## src/tslac_pkg.sv

```systemverilog
`timescale 1ns / 1ps
// Shared types and constants for the tilt-sensed lift actuator control.
// No dependencies; used by tslac_angle and the top level.
package tslac_pkg;

    // motion modes
    localparam logic [1:0] MODE_UP      = 2'd0;
    localparam logic [1:0] MODE_DOWN    = 2'd1;
    localparam logic [1:0] MODE_RISING  = 2'd2;
    localparam logic [1:0] MODE_FALLING = 2'd3;

    // configuration register indexes
    localparam logic [1:0] CFG_LOWERED  = 2'd0;
    localparam logic [1:0] CFG_RAISED   = 2'd1;
    localparam logic [1:0] CFG_LENGTH   = 2'd2;

    // angle accumulator, 1/256 centidegree units
    localparam int          ACC_W     = 25;
    localparam logic [24:0] ACC_90    = 25'd2304000;
    localparam logic [14:0] ANGLE_MAX = 15'd18000;

    // duty shaping
    localparam logic [7:0]  DUTY_FULL = 8'd128;
    localparam logic [7:0]  DUTY_MIN  = 8'd78;
    localparam logic [14:0] DUTY_RAMP = 15'd700;
    localparam logic [12:0] RECIP_14  = 13'd4682;   // ceil(65536/14)

    typedef struct packed {
        logic        packet_ready;
        logic [7:0]  packet_length;
        logic        button_raise;
        logic        button_lower;
        logic        button_aux;
        logic signed [15:0] accel_x;
        logic signed [15:0] accel_y;
        logic signed [15:0] accel_z;
    } t_in_word;

    typedef struct packed {
        logic [7:0]  motor_duty;
        logic        drive_forward;
        logic        drive_backward;
        logic        busy_lamp;
        logic        idle_lamp;
        logic [14:0] tilt_angle;
        logic [1:0]  motion_mode;
    } t_out_word;

    typedef struct packed {
        logic start;
        logic ack;
    } t_ang_ctl;

    // atan(2^-i) in 1/256 centidegree
    function automatic logic [20:0] atan_entry(input logic [4:0] idx);
        logic [20:0] v;
        unique case (idx)
            5'd0:  v = 21'd1152000;
            5'd1:  v = 21'd680065;
            5'd2:  v = 21'd359328;
            5'd3:  v = 21'd182400;
            5'd4:  v = 21'd91554;
            5'd5:  v = 21'd45822;
            5'd6:  v = 21'd22916;
            5'd7:  v = 21'd11459;
            5'd8:  v = 21'd5730;
            5'd9:  v = 21'd2865;
            5'd10: v = 21'd1432;
            5'd11: v = 21'd716;
            5'd12: v = 21'd358;
            5'd13: v = 21'd179;
            5'd14: v = 21'd90;
            5'd15: v = 21'd45;
            5'd16: v = 21'd22;
            5'd17: v = 21'd11;
            5'd18: v = 21'd6;
            5'd19: v = 21'd3;
            5'd20: v = 21'd1;
            5'd21: v = 21'd1;
            default: v = 21'd0;
        endcase
        return v;
    endfunction

endpackage

```

## src/tslac_angle.sv

```systemverilog
`timescale 1ns / 1ps
// Iterative tilt angle unit: squares, bit-serial square root, CORDIC vectoring.
// Depends on tslac_pkg.
module tslac_angle #(
    parameter int ACCEL_WIDTH  = 16,
    parameter int CORDIC_STEPS = 16
) (
    input  logic                i_clk,
    input  logic                i_rst_n,
    input  tslac_pkg::t_ang_ctl i_ctl,
    input  logic [15:0]         i_ax,
    input  logic [15:0]         i_ay,
    input  logic [15:0]         i_az,
    output logic                o_done,
    output logic [14:0]         o_angle
);
    localparam int A   = ACCEL_WIDTH;
    localparam int NW  = 2 * A;
    localparam int CDW = A + 10;
    localparam int CNW = $clog2((A > CORDIC_STEPS) ? A : CORDIC_STEPS);
    localparam int AW  = tslac_pkg::ACC_W;

    localparam logic [2:0] ST_IDLE = 3'd0;
    localparam logic [2:0] ST_SQX  = 3'd1;
    localparam logic [2:0] ST_SQZ  = 3'd2;
    localparam logic [2:0] ST_SQRT = 3'd3;
    localparam logic [2:0] ST_CSET = 3'd4;
    localparam logic [2:0] ST_CORD = 3'd5;
    localparam logic [2:0] ST_FIN  = 3'd6;
    localparam logic [2:0] ST_DONE = 3'd7;

    logic [2:0]            r_state, n_state;
    logic [CNW-1:0]        r_cnt, n_cnt;
    logic signed [A-1:0]   r_ax, r_ay, r_az, n_ax, n_ay, n_az;
    logic                  r_zero, n_zero;
    logic [NW-1:0]         r_sum, n_sum, r_root, n_root, r_bit, n_bit;
    logic signed [CDW-1:0] r_cx, r_cy, n_cx, n_cy;
    logic signed [AW-1:0]  r_acc, n_acc;
    logic [14:0]           r_angle, n_angle;

    logic signed [A-1:0]   ext_x, ext_y, ext_z, mul_op;
    logic signed [NW-1:0]  mul_ext, sq;
    logic [NW-1:0]         trial;
    logic signed [CDW-1:0] dx, dy;
    logic signed [AW-1:0]  tab, acc_pos, rnd;

    // take the low A bits as two's complement
    always_comb begin
        for (int k = 0; k < A; k++) begin
            ext_x[k] = (k < 16) ? i_ax[k & 15] : 1'b0;
            ext_y[k] = (k < 16) ? i_ay[k & 15] : 1'b0;
            ext_z[k] = (k < 16) ? i_az[k & 15] : 1'b0;
        end
    end

    // shared squarer
    assign mul_op  = (r_state == ST_SQX) ? r_ax : r_az;
    assign mul_ext = NW'(mul_op);
    assign sq      = mul_ext * mul_ext;

    // shared shift/add terms
    assign trial = r_root + r_bit;
    assign dx    = r_cy >>> r_cnt;
    assign dy    = r_cx >>> r_cnt;
    assign tab   = $signed(AW'(tslac_pkg::atan_entry(5'(r_cnt))));
    assign acc_pos = r_acc[AW-1] ? '0 : r_acc;
    assign rnd     = (acc_pos + AW'(128)) >>> 8;

    // sequencer and datapath
    always_comb begin
        n_state = r_state;
        n_cnt   = r_cnt;
        n_ax    = r_ax;
        n_ay    = r_ay;
        n_az    = r_az;
        n_zero  = r_zero;
        n_sum   = r_sum;
        n_root  = r_root;
        n_bit   = r_bit;
        n_cx    = r_cx;
        n_cy    = r_cy;
        n_acc   = r_acc;
        n_angle = r_angle;
        unique case (r_state)
            ST_IDLE: begin
                if (i_ctl.start) begin
                    n_ax    = ext_x;
                    n_ay    = ext_y;
                    n_az    = ext_z;
                    n_zero  = (ext_x == '0) && (ext_y == '0) && (ext_z == '0);
                    n_state = ST_SQX;
                end
            end
            ST_SQX: begin
                n_sum   = sq;
                n_state = ST_SQZ;
            end
            ST_SQZ: begin
                n_sum   = r_sum + sq;
                n_root  = '0;
                n_bit   = NW'(1) << (NW - 2);
                n_cnt   = '0;
                n_state = ST_SQRT;
            end
            ST_SQRT: begin
                if (r_sum >= trial) begin
                    n_sum  = r_sum - trial;
                    n_root = (r_root >> 1) + r_bit;
                end else begin
                    n_root = r_root >> 1;
                end
                n_bit = r_bit >> 2;
                n_cnt = r_cnt + 1'b1;
                if (r_cnt == CNW'(A - 1)) begin
                    n_state = ST_CSET;
                end
            end
            ST_CSET: begin
                // negative y: pre-rotate by 90 degrees
                if (r_ay[A-1]) begin
                    n_cx  = $signed(CDW'({r_root[A-1:0], 8'd0}));
                    n_cy  = -(CDW'(r_ay)) <<< 8;
                    n_acc = $signed(tslac_pkg::ACC_90);
                end else begin
                    n_cx  = CDW'(r_ay) <<< 8;
                    n_cy  = $signed(CDW'({r_root[A-1:0], 8'd0}));
                    n_acc = '0;
                end
                n_cnt   = '0;
                n_state = ST_CORD;
            end
            ST_CORD: begin
                if (!r_cy[CDW-1]) begin
                    n_cx  = r_cx + dx;
                    n_cy  = r_cy - dy;
                    n_acc = r_acc + tab;
                end else begin
                    n_cx  = r_cx - dx;
                    n_cy  = r_cy + dy;
                    n_acc = r_acc - tab;
                end
                n_cnt = r_cnt + 1'b1;
                if (r_cnt == CNW'(CORDIC_STEPS - 1)) begin
                    n_state = ST_FIN;
                end
            end
            ST_FIN: begin
                if (r_zero) begin
                    n_angle = '0;
                end else if (rnd > $signed(AW'(tslac_pkg::ANGLE_MAX))) begin
                    n_angle = tslac_pkg::ANGLE_MAX;
                end else begin
                    n_angle = rnd[14:0];
                end
                n_state = ST_DONE;
            end
            ST_DONE: begin
                if (i_ctl.ack) begin
                    n_state = ST_IDLE;
                end
            end
            default: n_state = ST_IDLE;
        endcase
    end

    always_ff @(posedge i_clk) begin
        if (!i_rst_n) begin
            r_state <= ST_IDLE;
            r_cnt   <= '0;
        end else begin
            r_state <= n_state;
            r_cnt   <= n_cnt;
        end
        r_ax    <= n_ax;
        r_ay    <= n_ay;
        r_az    <= n_az;
        r_zero  <= n_zero;
        r_sum   <= n_sum;
        r_root  <= n_root;
        r_bit   <= n_bit;
        r_cx    <= n_cx;
        r_cy    <= n_cy;
        r_acc   <= n_acc;
        r_angle <= n_angle;
    end

    assign o_done  = (r_state == ST_DONE);
    assign o_angle = r_angle;

    // checks
    a_angle_range: assert property (@(posedge i_clk) disable iff (!i_rst_n)
        o_done |-> (o_angle <= tslac_pkg::ANGLE_MAX))
        else $error("angle out of range");
    a_done_holds: assert property (@(posedge i_clk) disable iff (!i_rst_n)
        o_done && !i_ctl.ack |=> o_done && $stable(o_angle))
        else $error("result dropped before ack");
    a_sqrt_exit: assert property (@(posedge i_clk) disable iff (!i_rst_n)
        (r_state == ST_CSET) |-> (r_bit == '0))
        else $error("square root not finished");
endmodule

```

## src/tilt_sensed_lift_actuator_control.sv

```systemverilog
`timescale 1ns / 1ps
// Lift actuator control: command handling, motion and duty, output register.
// Depends on tslac_pkg and tslac_angle.
// The result word is registered once the angle unit has squared x and z, extracted the square
// root bit by bit, set up the CORDIC vector, run the CORDIC steps and rounded the angle.
// A new word is accepted only after the previous result enters the output register; stalls delay it.
// Reset (synchronous, active low): mode down, goal down, limits 9000/13500, length 4.
module tilt_sensed_lift_actuator_control #(
    parameter int ACCEL_WIDTH  = 16,
    parameter int CORDIC_STEPS = 16
) (
    input  logic                 i_clk,
    input  logic                 i_rst_n,
    input  logic                 i_in_valid,
    output logic                 o_in_ready,
    input  tslac_pkg::t_in_word  i_in,
    output logic                 o_out_valid,
    input  logic                 i_out_ready,
    output tslac_pkg::t_out_word o_out,
    input  logic                 i_cfg_valid,
    output logic                 o_cfg_ready,
    input  logic [1:0]           i_cfg_index,
    input  logic [14:0]          i_cfg_data
);
    logic [14:0] r_lowered, r_raised;
    logic [7:0]  r_exp_len;
    logic [1:0]  r_mode, n_mode;
    logic        r_goal_up, n_goal_up;
    logic        r_busy;
    logic        r_out_valid;
    tslac_pkg::t_out_word r_out, n_out;

    tslac_pkg::t_ang_ctl ang_ctl;
    logic        ang_done;
    logic [14:0] ang;
    logic        in_acc, fin, cur_idle, acc_idle;
    logic [14:0] lim_a, lim_b, da, db, near_d;
    logic [22:0] ramp;

    assign in_acc      = i_in_valid && o_in_ready;
    assign o_in_ready  = !r_busy;
    assign o_cfg_ready = 1'b1;
    assign fin         = ang_done && (!r_out_valid || i_out_ready);
    assign ang_ctl.start = in_acc;
    assign ang_ctl.ack   = fin;

    tslac_angle #(
        .ACCEL_WIDTH (ACCEL_WIDTH),
        .CORDIC_STEPS(CORDIC_STEPS)
    ) u_angle (
        .i_clk  (i_clk),
        .i_rst_n(i_rst_n),
        .i_ctl  (ang_ctl),
        .i_ax   (i_in.accel_x),
        .i_ay   (i_in.accel_y),
        .i_az   (i_in.accel_z),
        .o_done (ang_done),
        .o_angle(ang)
    );

    // remote command: only taken while idle
    assign acc_idle = r_goal_up ? (r_mode == tslac_pkg::MODE_UP)
                                : (r_mode == tslac_pkg::MODE_DOWN);
    always_comb begin
        n_goal_up = r_goal_up;
        if (in_acc && i_in.packet_ready && (i_in.packet_length == r_exp_len) && acc_idle) begin
            priority if (i_in.button_raise) n_goal_up = 1'b1;
            else if (i_in.button_lower)     n_goal_up = 1'b0;
            else if (i_in.button_aux)       n_goal_up = 1'b1;
            else                            n_goal_up = r_goal_up;
        end
    end

    // distance to the nearer limit, then duty ramp (d/14 by reciprocal)
    assign cur_idle = acc_idle;
    assign lim_a  = r_goal_up ? r_lowered : r_raised;
    assign lim_b  = r_goal_up ? r_raised  : r_lowered;
    assign da     = (ang > lim_a) ? (ang - lim_a) : (lim_a - ang);
    assign db     = (ang > lim_b) ? (ang - lim_b) : (lim_b - ang);
    assign near_d = (da < db) ? da : db;
    assign ramp   = 23'(near_d[9:0]) * 23'(tslac_pkg::RECIP_14);

    // motion step
    always_comb begin
        n_mode                 = r_mode;
        n_out.motor_duty       = '0;
        n_out.drive_forward    = 1'b0;
        n_out.drive_backward   = 1'b0;
        n_out.busy_lamp        = !cur_idle;
        n_out.idle_lamp        = cur_idle;
        n_out.tilt_angle       = ang;
        if (!cur_idle) begin
            n_out.motor_duty = (near_d > tslac_pkg::DUTY_RAMP) ? tslac_pkg::DUTY_FULL
                             : tslac_pkg::DUTY_MIN + 8'(ramp[22:16]);
            if (r_goal_up) begin
                n_out.drive_forward = 1'b1;
                n_mode = (ang > r_raised) ? tslac_pkg::MODE_UP : tslac_pkg::MODE_RISING;
            end else begin
                n_out.drive_backward = 1'b1;
                n_mode = (ang < r_lowered) ? tslac_pkg::MODE_DOWN : tslac_pkg::MODE_FALLING;
            end
        end
        n_out.motion_mode = n_mode;
    end

    // control state, configuration, output word
    always_ff @(posedge i_clk) begin
        if (!i_rst_n) begin
            r_lowered   <= 15'd9000;
            r_raised    <= 15'd13500;
            r_exp_len   <= 8'd4;
            r_mode      <= tslac_pkg::MODE_DOWN;
            r_goal_up   <= 1'b0;
            r_busy      <= 1'b0;
            r_out_valid <= 1'b0;
        end else begin
            if (i_cfg_valid) begin
                unique case (i_cfg_index)
                    tslac_pkg::CFG_LOWERED: r_lowered <= i_cfg_data;
                    tslac_pkg::CFG_RAISED:  r_raised  <= i_cfg_data;
                    tslac_pkg::CFG_LENGTH:  r_exp_len <= i_cfg_data[7:0];
                    default: ;
                endcase
            end
            r_goal_up <= n_goal_up;
            if (in_acc) begin
                r_busy <= 1'b1;
            end
            if (fin) begin
                r_mode      <= n_mode;
                r_busy      <= 1'b0;
                r_out_valid <= 1'b1;
            end else if (i_out_ready) begin
                r_out_valid <= 1'b0;
            end
        end
        if (fin) begin
            r_out <= n_out;
        end
    end

    assign o_out_valid = r_out_valid;
    assign o_out       = r_out;

    // checks
    a_busy_after_accept: assert property (@(posedge i_clk) disable iff (!i_rst_n)
        in_acc |=> r_busy)
        else $error("accepted word not tracked");
    a_one_direction: assert property (@(posedge i_clk) disable iff (!i_rst_n)
        r_out_valid |-> !(r_out.drive_forward && r_out.drive_backward))
        else $error("both directions driven");
    a_idle_duty: assert property (@(posedge i_clk) disable iff (!i_rst_n)
        r_out_valid |-> ((r_out.motor_duty == 8'd0) == r_out.idle_lamp))
        else $error("duty disagrees with idle lamp");
endmodule
```

## config.mk

```make
export PLATFORM = sky130hd
export DESIGN_NAME = tilt_sensed_lift_actuator_control
export DESIGN_NICKNAME = d
export VERILOG_FILES = /design/src/tslac_pkg.sv /design/src/tslac_angle.sv /design/src/tilt_sensed_lift_actuator_control.sv
export SDC_FILE = /design/constraint.sdc
export NUM_CORES = 2
export LEC_CHECK = 0
export BUFFER_PORTS_ARGS = -buffer_cell sky130_fd_sc_hd__buf_2
export CAP_MARGIN = 20
export CORE_ASPECT_RATIO = 0.6
export CORE_MARGIN = 1
export CORE_UTILIZATION = 30
export CTS_CLUSTER_DIAMETER = 40
export CTS_CLUSTER_SIZE = 40
export DETAILED_ROUTE_END_ITERATION = 10
export HOLD_SLACK_MARGIN = 0.03
export PLACE_DENSITY = 0.43
export RECOVER_POWER = 25
export SYNTH_ARGS = -nofsm -noshare
export SYNTH_HDL_FRONTEND = slang
export SYNTH_SLANG_ARGS = --single-unit
```

## constraint.sdc

```tcl
create_clock -name i_clk -period 12.9 [get_ports i_clk]
set_clock_uncertainty 0.15 [all_clocks]
set_input_delay 1.29 -clock i_clk [delete_from_list [all_inputs] [get_ports i_clk]]
set_output_delay 1.29 -clock i_clk [all_outputs]
set_load 0.005 [all_outputs]
```

# After elaboration in Yosys (flattened, before gate mapping)
# Memories as Yosys holds them, arrays and structs flattened. A register that Yosys moved wholly into a read port is not among the register bits.
# Index checks and enable logic that the tools add are counted.
dict set report classes {
  addsub 18
  n_mul 2
  magnitude_cmp 8
  eq_ne 17
  shift 2
  mux 43
  bitwise_logic 1
  reduce_logical 35
}
# cell n
set ops {}
lappend ops {{case mux 32 bit (2 select lines)} 2}
lappend ops {{case mux 26 bit (2 select lines)} 2}
lappend ops {{case mux 32 bit (3 select lines)} 1}
lappend ops {{two-way mux 15 bit} 6}
lappend ops {{two-way mux 26 bit} 3}
lappend ops {{adder 32 bit} 2}
lappend ops {{two-way mux 32 bit} 2}
lappend ops {{subtractor 15 bit} 4}
lappend ops {{adder 26 bit} 2}
lappend ops {{>>> shifter 26 x 4 -> 26 bit} 2}
lappend ops {{subtractor 26 bit} 2}
lappend ops {{case mux 25 bit (2 select lines)} 1}
lappend ops {{zero test 16 bit} 3}
lappend ops {{two-way mux 24 bit} 2}
lappend ops {{greater-than comparator 15 bit} 3}
lappend ops {{adder 31 x 32 -> 32 bit} 1}
lappend ops {{>= comparator 32 bit} 1}
lappend ops {{multiplier 16 x 16 -> 32 bit} 1}
lappend ops {{subtractor 32 bit} 1}
lappend ops {{less-than comparator 15 bit} 2}
lappend ops {{adder 24 x 8 -> 25 bit, second input constant} 1}
lappend ops {{adder 25 x 22 -> 25 bit} 1}
lappend ops {{two-way mux 25 bit} 1}
lappend ops {{subtractor 25 x 22 -> 25 bit} 1}
lappend ops {{other kinds (35)} 79}
dict set report totals {
  regBits 316
  romBits 336
  inputBits 82
  output_inout_bits 32
  elab_cells 156
  mem_count 1
}
# name depth width rd rd_clocked_by_memory_dff write_ports line_no
set mem_list {}
lappend mem_list {{(name not given)} 16 21 1 1 0 tslac_pkg.sv:57} ;# unique case (idx)

# Depth between registers and ports, before layout
dict set report depth {
  depth_word 8
  ltp_mapped 53
  mapped_depth_nobuf 48
}

# Cells and area by module
# From an unflattened synthesis, not the netlist that was laid out.
dict set report hier_totals {
  cells_unflattened 4486
  area_unflattened_um2 40521.4
}
# mod instances cells_each area_per_inst_um2 seq_area_each_um2
set modules_own_cells {}
lappend modules_own_cells {tslac_angle 1 3404 31482.7 7196.9}
lappend modules_own_cells {tilt_sensed_lift_actuator_control 1 1082 9038.7 1731.7}

# Least setup slack after synthesis
# OpenSTA, ideal clock, no wires.
dict set report synth_path {
  path_kind {reg2reg}
  startpoint {reg r_goal_up}
  endpoint {reg r_out, in the netlist o_out[26] (data pin)}
  setup_ns 0.259
  t_arrival_ns 10.489
  required_time_ns 12.491
  setup_slack_ns 2.002
  stages_incl_launch_ff 51
  path_buffers 4
  period_less_slack_ns 10.898
  cell_sequence {dfxtp_1 > clkbuf_1 > inv_1 > clkbuf_1 > a21boi_0 > inv_1 > ha_1 > clkbuf_1 > and3_1 > and4_1 > a2111o_1 > nand2_1 > mux2_2 > o311ai_1 > a21oi_1 > o21bai_1 > or4b_1 > ha_1 > (+15 left out) > inv_1 > ha_1 > a21o_1 > a21o_1 > a21oi_1 > o21ai_0 > a21o_1 > nand3b_1 > a21oi_1 > xor2_1 > ha_1 > inv_1 > a32oi_1 > o21ai_0 > a41oi_1 > nand3_1 > xor2_1 > nor2_1}
}
dict set report synth_via {
  elab_chain_len 7
  elab_cells_between_ends 17
  classes_between {5 x add/sub; 1 x mul; 4 x order compare; 6 x mux; 1 x reduce/logical}
}
# item line_no
set synth_rtl {}
lappend synth_rtl {{start, declared} tilt_sensed_lift_actuator_control.sv:28} ;# logic r_goal_up, n_goal_up;
lappend synth_rtl {{start signal, assigned} tilt_sensed_lift_actuator_control.sv:125} ;# r_goal_up <= n_goal_up;
lappend synth_rtl {{two-way mux 15 bit (on tied branches)} {tilt_sensed_lift_actuator_control.sv:76, tilt_sensed_lift_actuator_control.sv:77}}
lappend synth_rtl {{subtractor 15 bit (tied with other cells)} tilt_sensed_lift_actuator_control.sv:78} ;# assign da = (ang > lim_a) ? (ang - lim_a) : (lim_a - ang);
lappend synth_rtl {{two-way mux 15 bit (on tied branches)} {tilt_sensed_lift_actuator_control.sv:78, tilt_sensed_lift_actuator_control.sv:79}}
lappend synth_rtl {{less-than comparator 15 bit} tilt_sensed_lift_actuator_control.sv:80} ;# assign near_d = (da < db) ? da : db;
lappend synth_rtl {{two-way mux 15 bit} tilt_sensed_lift_actuator_control.sv:80}
lappend synth_rtl {{multiplier 10 x 12 -> 22 bit / greater-than comparator 15 x 10 -> 1 bit (equally long branches)} {tilt_sensed_lift_actuator_control.sv:81, tilt_sensed_lift_actuator_control.sv:93}}
lappend synth_rtl {{adder 7 x 7 -> 8 bit / OR reduction 2 bit (equally long branches)} n/a}
lappend synth_rtl {{end signal, assigned} tilt_sensed_lift_actuator_control.sv:138} ;# r_out <= n_out;
lappend synth_rtl {{end, declared} tilt_sensed_lift_actuator_control.sv:31} ;# tslac_pkg::t_out_word r_out, n_out;
# Parallel ways exist; a longest one is shown, timed or not.
# A chain may end at the register's enable or synchronous reset.

# Final worst setup path
# Ends and elaborated chain as after synthesis.

==> flow_metrics.env <==
export IMPL_fill_cells=13500
export IMPL_drt_pass1_iter_count=5
export IMPL_cpMostUsedCell="ha_1"
export IMPL_period_minus_slack_ns=12.12
export IMPL_max_stage_delay_ns=0.83
export IMPL_synth_top_family_by_area="adder cells"
export IMPL_slew_violations=212
export IMPL_synthFlopType="edfxtp_1"
export IMPL_synthAdderAreaFrac_pct=26.6
export IMPL_cts_tree="built"
export IMPL_grt_max_degree=61
export IMPL_synth_seq_cells=321
export IMPL_drt_wl_total_mm=123
export IMPL_synth_xor_area_share_pct=7.24
export IMPL_drive_above_1_share_pct=7.96
export IMPL_cp_required_ns=13.16
export IMPL_min_delay_path_class="flop to flop"
export IMPL_holdPathStages=2
export IMPL_yosysTopAreaCell="edfxtp_1"
export IMPL_synth_most_common_cell="inv_1"
export IMPL_vias=32200
export IMPL_via_per_inst=5.10
export IMPL_synthTopCellsByArea="edfxtp_1 19%, ha_1 14%, fa_1 13%"
export IMPL_syn2layout_area_growth_pct=12.3
export IMPL_place_congestion=0.904
export IMPL_place_hpwl_mm=98.2
export IMPL_clock_fmax_mhz=82.5
export IMPL_postCtsSetupBuffers=0
export IMPL_drt_initial_drc_count=2594
export IMPL_wl_per_cell_um=19.5
export IMPL_grt_first_pass_wirelength_mm=191
export IMPL_worst_setup_path_end_kind="flop"
export IMPL_setup_ws_ns=0.783
export IMPL_relSlewSlack_pct=-59.1
export IMPL_io_pins=114
export IMPL_clockBufferDepth=3
export IMPL_clk_pin_slew_worst_paths_ns=0.06
export IMPL_finalHoldViolCount=0
export IMPL_route_detailed_drc=0
export IMPL_syn_inst=4452
export IMPL_cts_buffers=73
export IMPL_seq_area_frac_synth_pct=22.5
export IMPL_fp_dieH_um=284
export IMPL_fin_nets=5312
export IMPL_regArea_um2=8930
export IMPL_die_w_um=471
export IMPL_dp_cells=6180
export IMPL_synth_area_mux_share_pct=6.21
export IMPL_antenna_found_initial=3
export IMPL_async_reset_ff_share_pct=0
export IMPL_synth_compound_area_share_pct=15.8
export IMPL_critPathKind="flop to flop"
export IMPL_yosysWarnings=0
export IMPL_track_usage_pct=18.4
export IMPL_syn_area_um2=39700
export IMPL_period_share_pct=93.9
export IMPL_slowest_stage="nor2_1"
export IMPL_status="finished with violations"
export IMPL_io_buffer_count=112
export IMPL_yosys_top_cells_count="554 x inv_1, 444 x nand2_1, 432 x ha_1"
export IMPL_violations="capacitance limit, slew limit"
export IMPL_dieArea_um2=134000
export IMPL_synthDominantCellAreaShare_pct=18.9
export IMPL_grt_pass1_vias=31300
export IMPL_rows=102
export IMPL_insertion_delay_ns=0.65
export IMPL_synth_nets=5223
export IMPL_cts_root_buf="clkbuf_16"
export IMPL_multi_input_area_um2=28000
export IMPL_dp_worst_setup_slack_ns=0.722
export IMPL_cp_arrival_ns=12.37
export IMPL_path_max_fanout=15
export IMPL_holdWs_ns=0.329
export IMPL_tightestPinTransition_ns=2.39
export IMPL_final_cells=6316
export IMPL_grt_ovfl_total=0
export IMPL_synth_edff_count=250
export IMPL_start_util_pct=30.5
export IMPL_coreArea_um2=130000
export IMPL_synth_simple_area_share_pct=14.7
export IMPL_setup_viol=0
export IMPL_reg2regPathDepth=48
export IMPL_synth_cell_types=95
export IMPL_postSynthAreaPerCell_um2=8.91
export IMPL_rsz0062_at_grt="no"
export IMPL_setup_tns_ns=0
export IMPL_cts_sinks=321
export IMPL_final_antenna_net_count=0
export IMPL_htree_levels=3
export IMPL_startpoint_type="flop"
export IMPL_maxCapViolCount=5
[worst max-delay path: cells and delay by family (launching register included)]
family / cells / cell delay, ns
compound gates: 22 / 4.63
xor+xnor: 3 / 0.41
fa+ha+maj: 9 / 2.90
buf+inv: 6 / 0.93
flops: 1 / 0.46
mux: 1 / 0.38
simple gates: 7 / 1.94
[state kept, by name, summed over array words and instances (netlist names)]
name             cells
u_angle.r_state      3
u_angle.r_acc       25
r_goal_up            1
u_angle.r_ax        16
u_angle.r_cy        26
r_lowered           15
o_out               29
r_exp_len            8
u_angle.r_az        16
u_angle.r_cx        26
r_busy               1
o_out_valid          1
r_mode               2
u_angle.tab         21
u_angle.r_zero       1
u_angle.r_bit       16
u_angle.r_root      32
u_angle.r_sum       32
u_angle.r_ay        16
r_raised            15
u_angle.o_angle     15
u_angle.r_cnt        4
[worst paths after layout]
check	from	endpoint	slack [ns]
setup reg to reg	r_goal_up	o_out[26]	0.78
hold reg to reg	r_mode[1]	r_mode[1]	0.33
setup / recovery	r_goal_up	o_out[26]	0.78
hold / removal	r_mode[1]	r_mode[1]	0.33
[cell usage in the layout, fill, tap and decap left out, types with 34 or more instances in the layout]
cell type	n
a211oi_1	47
a21boi_0	58
a21o_1	95
a21oi_1	267
a31oi_1	45
and3_1	48
buf_2	68
buf_4	40
clkbuf_1	54
clkbuf_16	75
dfxtp_1	69
edfxtp_1	250
fa_1	257
ha_1	432
inv_1	552
mux2i_1	103
mux4_2	42
nand2_1	442
nand2b_1	38
nand3_1	68
nor2_1	337
nor2b_1	58
nor3_1	67
nor4_1	36
o211ai_1	34
o21ai_0	222
o21bai_1	37
xnor2_1	193
xor2_1	133
[cell families after synthesis]
group           count (synthesis)
xor+xnor                      327
mux                           180
other cells                     1
fa+ha+maj                     689
simple gates                 1251
compound gates                977
buf+inv                       706
flops                         321
[timing repair]
action,4_1_cts,5_1_grt
hold buffers,0,0
endpoints found under the setup margin,0,1
resized for setup,0,6
[per-layer routing]
metal / global-route usage, % / vias to the layer above / wire length [um]
li1: - / 15700 / -
met1: 29.5 / 15600 / 66300
met2: 24.5 / 821 / 46800
met3: 3.61 / 98 / 8030
met4: 4.03 / 0 / 2140
met5: 0 / - / 0
[stage by stage]
stage / utilization, % / cell area (um2)
after floorplan: - / 39700
after global placement: 32.4 / 42100
after detailed placement: 32.4 / 42100
after CTS: 34.3 / 44600
after global routing: 34.2 / 44500
final: 34.2 / 44500
[cell type report]
type	instances	area share, %
diodes	2	0.0112
clock buffers	81	4.31
clock inverters	51	1.20
inverters	561	4.74
multi-input cells	3425	63.0
flip-flops and latches	321	20.1
well taps	1716	4.82
repair buffers	158	1.86
repair inverters	1	0.0169
Power is not shown: default switching activity piles up to over one toggle a cycle in this logic, so the estimate is an artifact.
